File: config.mk
export PLATFORM = sky130hd
export DESIGN_NAME = updown_pot_pulse_sequencer_top
export DESIGN_NICKNAME = d
export VERILOG_FILES = /design/src/hw/rtl/udpot_pkg.sv /design/src/hw/rtl/updown_pot_pulse_sequencer_top.sv
export SDC_FILE = /design/constraint.sdc
export NUM_CORES = 1
export LEC_CHECK = 0
export BUFFER_PORTS_ARGS = -buffer_cell sky130_fd_sc_hd__buf_2
export CAP_MARGIN = 20
export CORE_MARGIN = 5
export CORE_UTILIZATION = 55
export CTS_CLUSTER_SIZE = 14
export DETAILED_ROUTE_END_ITERATION = 8
export HOLD_SLACK_MARGIN = 0.03
export PLACE_DENSITY = 0.83
export SLEW_MARGIN = 25
export SYNTH_ARGS = -nofsm -noshare
export SYNTH_HDL_FRONTEND = slang
export SYNTH_SLANG_ARGS = --single-unit
export TNS_END_PERCENT = 20
File: constraint.sdc
create_clock -name clk -period 4 [get_ports clk]
set_input_delay 1 -clock clk [delete_from_list [all_inputs] [get_ports clk]]
set_output_delay 1 -clock clk [all_outputs]
set_load 0.02 [all_outputs]
File: src/hw/rtl/udpot_pkg.sv
// ----------------------------------------------------------------------------
// udpot_pkg
// Shared types and constants for the up/down potentiometer pulse sequencer.
// ----------------------------------------------------------------------------
package udpot_pkg;

    localparam int MAX_STEP = 99;

    localparam int POS_W  = 7;
    localparam int WAIT_W = 16;
    localparam int TICK_W = 4;
    localparam int CFG_W  = 16;
    localparam int IDX_W  = 2;

    localparam logic [POS_W-1:0]  CLEAR_PULSE_RST = 7'd99;
    localparam logic [TICK_W-1:0] SETTLE_RST      = 4'd3;
    localparam logic [TICK_W-1:0] HALF_RST        = 4'd1;
    localparam logic [WAIT_W-1:0] STORE_WAIT_RST  = 16'd20000;

    typedef enum logic [1:0] {
        OP_TICK  = 2'd0,
        OP_SET   = 2'd1,
        OP_STORE = 2'd2,
        OP_NOP   = 2'd3
    } op_t;

    typedef enum logic [IDX_W-1:0] {
        REG_CLEAR_PULSE = 2'd0,
        REG_SETTLE      = 2'd1,
        REG_HALF_PULSE  = 2'd2,
        REG_STORE_WAIT  = 2'd3
    } reg_idx_t;

    typedef enum logic [2:0] {
        PH_IDLE    = 3'd0,
        PH_SEL     = 3'd1,
        PH_SETTLE  = 3'd2,
        PH_HIGH    = 3'd3,
        PH_LOW     = 3'd4,
        PH_END     = 3'd5,
        PH_ST_INC  = 3'd6,
        PH_ST_WAIT = 3'd7
    } phase_t;

    typedef struct packed {
        logic rejected;
        logic busy_res;
        logic inc_pin;
        logic up_dir;
        logic chip_select_n;
    } result_t;

endpackage

File: src/hw/rtl/updown_pot_pulse_sequencer_top.sv
// ----------------------------------------------------------------------------
// updown_pot_pulse_sequencer_top
// Drives the three pins of an up/down digital potentiometer from a stream
// of one-microsecond ticks and set-position or store commands.
// ----------------------------------------------------------------------------
// Usage:
// The slave channel carries one transaction per tick or command. A set
// command selects the chip, clears the wiper with down pulses and then
// pulses up to the saturated target. A store command raises increment,
// deselects and stays busy for the programmed wait. Commands that arrive
// while a sequence runs are ignored and flagged as rejected.
// Every input transaction produces exactly one result transaction on the
// master channel with the pin levels after that item, registered in the
// cycle after it is accepted when the output register is free; otherwise
// it waits in the buffer until the result ahead of it is taken. One
// transaction is accepted per cycle while s_tready is high; the sequencer
// state and the result register are updated in that same cycle.
// A two-entry output buffer lets one more input be taken while a result
// waits; s_tready falls only when both entries are full.
// Reset returns the sequencer to idle with the chip deselected, increment
// high, direction down and the register defaults loaded. Configuration
// writes are taken at any edge with cfg_we high.
// ----------------------------------------------------------------------------
module updown_pot_pulse_sequencer_top
    import udpot_pkg::*;
(
    input  logic              clk,
    input  logic              rst_n,
    input  logic              s_tvalid,
    output logic              s_tready,
    input  logic [15:0]       s_tdata,   // op[1:0], position[8:2], zeros
    output logic              m_tvalid,
    input  logic              m_tready,
    output logic [7:0]        m_tdata,   // chip_select_n, up_dir, inc_pin,
                                         // busy_res, rejected, zeros
    input  logic              cfg_we,
    input  logic [IDX_W-1:0]  cfg_index,
    input  logic [CFG_W-1:0]  cfg_data
);

    logic [POS_W-1:0]  clear_pulse_reg;
    logic [TICK_W-1:0] settle_reg;
    logic [TICK_W-1:0] half_reg;
    logic [WAIT_W-1:0] store_wait_reg;

    phase_t            phase_reg, phase_next;
    logic [POS_W-1:0]  pulse_reg, pulse_next;
    logic [WAIT_W-1:0] wait_reg, wait_next;
    logic [POS_W-1:0]  target_reg, target_next;
    logic              cs_reg, cs_next;
    logic              dir_reg, dir_next;
    logic              inc_reg, inc_next;

    logic              out_valid_reg, skid_valid_reg;
    result_t           out_data_reg, skid_data_reg;
    result_t           result;

    op_t               op;
    logic [POS_W-1:0]  position;
    logic              accept, pop, active;
    logic              tick_on, cmd_set, cmd_store, fire;
    logic [WAIT_W-1:0] wait_dec;
    logic [POS_W-1:0]  run_count, target_sat;

    assign op       = op_t'(s_tdata[1:0]);
    assign position = s_tdata[8:2];
    assign s_tready = !skid_valid_reg;
    assign accept   = s_tvalid && s_tready;
    assign pop      = out_valid_reg && m_tready;
    assign active   = (phase_reg != PH_IDLE);

    assign tick_on   = accept && (op == OP_TICK) && active;
    assign cmd_set   = accept && (op == OP_SET) && !active;
    assign cmd_store = accept && (op == OP_STORE) && !active;
    assign wait_dec  = (wait_reg != '0) ? wait_reg - 1'b1 : '0;
    assign fire      = tick_on && (wait_dec == '0);

    assign run_count  = (phase_reg == PH_SETTLE) ? (dir_reg ? target_reg : clear_pulse_reg)
                                                  : pulse_reg;
    assign target_sat = (position > POS_W'(MAX_STEP)) ? POS_W'(MAX_STEP) : position;

    always_comb
    begin
        phase_next = phase_reg;
        if (cmd_set)
        begin
            phase_next = PH_SEL;
        end
        else if (cmd_store)
        begin
            phase_next = PH_ST_INC;
        end
        else if (fire)
        begin
            unique case (phase_reg) inside
                PH_SEL:
                begin
                    phase_next = PH_SETTLE;
                end
                PH_SETTLE, PH_LOW:
                begin
                    if (run_count != '0)
                    begin
                        phase_next = PH_HIGH;
                    end
                    else if (!dir_reg)
                    begin
                        phase_next = PH_SETTLE;
                    end
                    else
                    begin
                        phase_next = PH_END;
                    end
                end
                PH_HIGH:    phase_next = PH_LOW;
                PH_END:     phase_next = PH_IDLE;
                PH_ST_INC:  phase_next = PH_ST_WAIT;
                PH_ST_WAIT: phase_next = PH_IDLE;
                default:    phase_next = PH_IDLE;
            endcase
        end
    end

    always_comb
    begin
        pulse_next  = pulse_reg;
        wait_next   = wait_reg;
        target_next = target_reg;
        cs_next     = cs_reg;
        dir_next    = dir_reg;
        inc_next    = inc_reg;
        if (tick_on)
        begin
            wait_next = wait_dec;
        end
        if (cmd_set)
        begin
            target_next = target_sat;
            cs_next     = 1'b0;
            wait_next   = WAIT_W'(1);
        end
        else if (cmd_store)
        begin
            inc_next  = 1'b1;
            wait_next = WAIT_W'(1);
        end
        else if (fire)
        begin
            unique case (phase_reg) inside
                PH_SEL:
                begin
                    dir_next  = 1'b0;
                    wait_next = WAIT_W'(settle_reg);
                end
                PH_SETTLE, PH_LOW:
                begin
                    pulse_next = run_count;
                    if (run_count != '0)
                    begin
                        inc_next  = 1'b1;
                        wait_next = WAIT_W'(half_reg);
                    end
                    else if (!dir_reg)
                    begin
                        dir_next  = 1'b1;
                        wait_next = WAIT_W'(settle_reg);
                    end
                    else
                    begin
                        inc_next  = 1'b0;
                        wait_next = WAIT_W'(1);
                    end
                end
                PH_HIGH:
                begin
                    inc_next   = 1'b0;
                    pulse_next = pulse_reg - 1'b1;
                    wait_next  = WAIT_W'(half_reg);
                end
                PH_END:
                begin
                    cs_next = 1'b1;
                end
                PH_ST_INC:
                begin
                    cs_next   = 1'b1;
                    wait_next = store_wait_reg;
                end
                default:
                begin
                    wait_next = wait_dec;
                end
            endcase
        end
    end

    always_comb
    begin
        result.chip_select_n = cs_next;
        result.up_dir        = dir_next;
        result.inc_pin       = inc_next;
        result.busy_res      = (phase_next != PH_IDLE);
        result.rejected      = accept && active && ((op == OP_SET) || (op == OP_STORE));
    end

    always_ff @(posedge clk or negedge rst_n)
    begin
        if (!rst_n)
        begin
            clear_pulse_reg <= CLEAR_PULSE_RST;
            settle_reg      <= SETTLE_RST;
            half_reg        <= HALF_RST;
            store_wait_reg  <= STORE_WAIT_RST;
        end
        else if (cfg_we)
        begin
            unique case (reg_idx_t'(cfg_index))
                REG_CLEAR_PULSE: clear_pulse_reg <= cfg_data[POS_W-1:0];
                REG_SETTLE:      settle_reg      <= cfg_data[TICK_W-1:0];
                REG_HALF_PULSE:  half_reg        <= cfg_data[TICK_W-1:0];
                REG_STORE_WAIT:  store_wait_reg  <= cfg_data[WAIT_W-1:0];
                default:         clear_pulse_reg <= clear_pulse_reg;
            endcase
        end
    end

    always_ff @(posedge clk or negedge rst_n)
    begin
        if (!rst_n)
        begin
            phase_reg  <= PH_IDLE;
            pulse_reg  <= '0;
            wait_reg   <= '0;
            target_reg <= '0;
            cs_reg     <= 1'b1;
            dir_reg    <= 1'b0;
            inc_reg    <= 1'b1;
        end
        else if (accept)
        begin
            phase_reg  <= phase_next;
            pulse_reg  <= pulse_next;
            wait_reg   <= wait_next;
            target_reg <= target_next;
            cs_reg     <= cs_next;
            dir_reg    <= dir_next;
            inc_reg    <= inc_next;
        end
    end

    always_ff @(posedge clk or negedge rst_n)
    begin
        if (!rst_n)
        begin
            out_valid_reg  <= 1'b0;
            skid_valid_reg <= 1'b0;
        end
        else
        begin
            if (accept)
            begin
                if (!out_valid_reg || pop)
                begin
                    out_valid_reg <= 1'b1;
                end
                else
                begin
                    skid_valid_reg <= 1'b1;
                end
            end
            else if (pop)
            begin
                out_valid_reg  <= skid_valid_reg;
                skid_valid_reg <= 1'b0;
            end
        end
    end

    always_ff @(posedge clk)
    begin
        if (accept)
        begin
            if (!out_valid_reg || pop)
            begin
                out_data_reg <= result;
            end
            else
            begin
                skid_data_reg <= result;
            end
        end
        else if (pop && skid_valid_reg)
        begin
            out_data_reg <= skid_data_reg;
        end
    end

    assign m_tvalid = out_valid_reg;
    assign m_tdata  = {3'b000, out_data_reg};

endmodule

==> results.rst <==
.. list-table::
   :header-rows: 1

   * - Metric
     - Value
   * - Core Box Area
     - 8180 µm²
   * - Leak pwr
     - approximately 2.2 nW
   * - Drt via density
     - roughly 6.4
   * - Synthesized area divided by synthesized cell count
     - 9.71 µm²
   * - Antenna diode count
     - 0
   * - Post-Layout Cell Count
     - 612
   * - Maximum fanout along the worst path
     - 14
   * - Overall Power
     - 3.57 mW
   * - Data arrival at the endpoint of the critical path
     - 3.61 ns
   * - Reg clk slew, reported paths
     - around 0.09 ns
   * - Critical path's top delay family
     - simple AND/OR/NAND/NOR gates
   * - Post-layout minimum cycle time
     - 3.30 ns
   * - Post-synth cell types
     - 69
   * - Synth area leaders
     - sky130_fd_sc_hd__dfrtp_1 30%, sky130_fd_sc_hd__mux2_2 9.0%, sky130_fd_sc_hd__dfstp_2 8.0%
   * - Critical path, cell by cell
     - inv_1, ha_1, nor3b_1, nand4_1, nor2_2, a31o_2, nand2_2, nor2_1, a21o_1
   * - Horizontal die dimension
     - 102 µm
   * - Cell with the largest stage delay on the worst path
     - sky130_fd_sc_hd__nor3b_1
   * - Largest area contributor in the netlist
     - sky130_fd_sc_hd__dfrtp_1
   * - Starting DRT DRC Count
     - 411
   * - Unrepaired setup endpoints after global routing
     - no
   * - Final TNS setup
     - 0 ns
   * - Net count of the finished layout
     - roughly 550
   * - Max-slew violations
     - 0
   * - Hpwl dp
     - 8020 µm
   * - Routability cong.
     - 1.02
   * - Boundary Pins
     - 49
   * - Period Utilization, post-route
     - 0.826
   * - Clock Sink Count
     - 79
   * - Number of buffers inserted during clock tree synthesis
     - 9
   * - # H-tree levels
     - 3
   * - Fraction of final layout cells with drive strength greater than 1
     - 0.258
   * - Measured slew at the worst slew-check pin
     - approximately 0.8 ns
   * - Layout filler cell count
     - between 600 and 700
   * - Multi-input combinational cell area
     - around 2400 µm²
   * - First-pass GRT wire length
     - 18200 µm
   * - Yosys top cell area share
     - 0.298
   * - Root buffer cell
     - sky130_fd_sc_hd__clkbuf_8
   * - P per Cell Area
     - 709 nW/µm²
   * - Max Clock Skew
     - around 0.0096 ns
   * - DP Cell Count
     - around 600
   * - Drt drc
     - 0
   * - Sequential cell area
     - 2040 µm²
   * - Kind of end point of the critical path
     - register
   * - Number of flops mapped to enable cells by yosys
     - 10
   * - Die height
     - 102 µm
   * - Std-Cell Rows
     - 33
   * - Effective utilization at floorplan
     - 0.564
   * - Worst supply voltage drop on vdd
     - roughly 0.37 mV
   * - Cells after Synth
     - about 480
   * - Critical path's largest stage delay
     - 0.52 ns
   * - Hold-fix buffers at CTS
     - 0
   * - Top achievable clock speed
     - between 0.3 and 0.4 GHz
   * - Result of the run
     - completed
   * - Cell area after technology mapping
     - 4610 µm²
   * - Overflow left after global routing
     - 0
   * - DIE AREA
     - between 10000 and 15000 µm²
   * - Setup repair bufs after CTS
     - 0
   * - Number of global-route vias before repair
     - 3733
   * - MaxCap Viol Count
     - 0
   * - Routed wire length
     - 11200 µm
   * - Total number of vias
     - 3899
   * - Buf/Inv on CP
     - 1
   * - Number of buffers added on ports
     - 38
   * - Required time at the worst-slack endpoint
     - 4.31 ns
   * - Final number of setup-violating endpoints
     - 0
   * - Synth warnings
     - 0
   * - Fin. Hold Viols
     - 0
   * - Total GRT Usage
     - 0.227
   * - Tightest slew margin relative to the limit
     - 0.455
   * - HP Class
     - register to register
   * - Number of antenna violations at the first check in global routing
     - 0
   * - Iteration count of the initial detailed-routing pass
     - 5
   * - Clock tree from TritonCTS
     - done
   * - Most instantiated flip-flop cell in the synthesis netlist
     - sky130_fd_sc_hd__dfrtp_1
   * - Share of synthesized flip-flops with an asynchronous set or reset
     - 0.873
   * - Largest net degree at the start of global routing
     - 37
   * - Sequential fraction of the synthesis area
     - 0.443
   * - DR WL/cell
     - 18.2 µm
   * - Crit path launch type
     - register
   * - Critical path class
     - register to register
   * - Maximum root-to-sink buffer count
     - 2
   * - Number of register bits inferred by synthesis
     - 79
   * - Area growth from synthesis to layout
     - 9.33%
   * - Number of gates given a new drive strength after cts
     - 0
   * - Clock latency reported for the late side of the worst-skew pair
     - 0.37 ns
   * - Detail Route Antenna Nets
     - 0
[metrics by stage]
stage	hold slack (ns)	area [µm²]	utilization	setup slack (ns)
after floorplan	0.438	4620	-	1.14
after global placement	0.453	4820	0.590	0.904
after detailed placement	0.470	4820	0.590	0.785
after CTS	0.491	5040	0.616	0.788
after global routing	0.498	5040	0.617	0.479
final	0.487	5040	0.617	0.697
[path summary, 6_finish.rpt]
path	startpoint	end	slack, ns	cells after the start
max	wait_reg[0]	wait_reg[4]	0.70	9
min	store_wait_reg[8]	wait_reg[8]	0.49	1
max reg2reg	wait_reg[0]	wait_reg[4]	0.70	9
min reg2reg	store_wait_reg[8]	wait_reg[8]	0.49	1
max in group asynchronous	rst_n	cs_reg	2.47	2
min in group asynchronous	rst_n	store_wait_reg[15]	0.71	1
[cells by family (layout without fill, tap and decap cells)]
| family | Yosys count | after routing | synth area share |
|---|---|---|---|
| AOI/OAI and AO/OA | 123 | 123 | 0.181 |
| xor gates and xnor gates | 6 | 6 | 0.0114 |
| adders and majority gates | 5 | 5 | 0.0136 |
| buffers and inverters | 46 | 76 | 0.0499 |
| DFF | 79 | 79 | 0.443 |
| muxes | 50 | 50 | 0.120 |
| other | 1 | 3 | 0.000813 |
| and+or+nand+nor | 165 | 165 | 0.181 |
[layer usage]
layer | routed length [µm] | GRT usage | part of all wire
met1 | 4900 | 0.302 | 0.44
met2 | 5200 | 0.360 | 0.47
met3 | 796 | 0.0441 | 0.071
met4 | 275 | 0.106 | 0.025
met5 | 0 | 0 | 0
[where the power goes]
group / leakage (nW) / switching, mW / internal [mW]
logic: 1.13 / 0.896 / 0.648
clock network: 0.112 / 0.314 / 0.356
registers: 0.935 / 0.285 / 1.07
[cell usage after synthesis, drive strengths merged, types with 2 or more instances]
cell	instances
or4	4
a21oi	25
clkbuf	17
and2	4
a221oi	3
nor3	18
xor2	3
a22oi	6
and3	6
mux2	38
a22o	5
o31ai	6
o21a	3
buf	14
dfstp	14
o21ai	37
a31o	3
a222oi	3
nor2b	4
nand4	4
dfrtp	55
ha	5
edfxtp	10
nor4	7
or3	6
nor2	31
o22ai	4
o211ai	2
nand2	54
a31oi	5
mux2i	12
o221ai	5
nand3b	3
a21o	8
nor3b	4
nand3	16
xnor2	3
a2bb2oi	2
inv	15
[cell type report]
class / count / share of cell area
Tap cell: 105 / 0.0260
Clock buffer: 10 / 0.0253
Inverter: 15 / 0.0112
Sequential cell: 79 / 0.405
Clock inverter: 6 / 0.0179
Multi-Input combinational cell: 352 / 0.466
Timing Repair Buffer: 45 / 0.0481
[placed cells by master, fill, tap and decap left out, drive strengths merged, types with 7 or more instances in the layout]
cell type	n
dfrtp	55
nand2	54
buf	45
mux2	38
o21ai	37
nor2	31
a21oi	25
nor3	18
inv	18
nand3	16
dfstp	14
mux2i	12
edfxtp	10
clkbuf	10
a21o	8
nor4	7
Note: power is estimated with default switching activity, not from simulation.
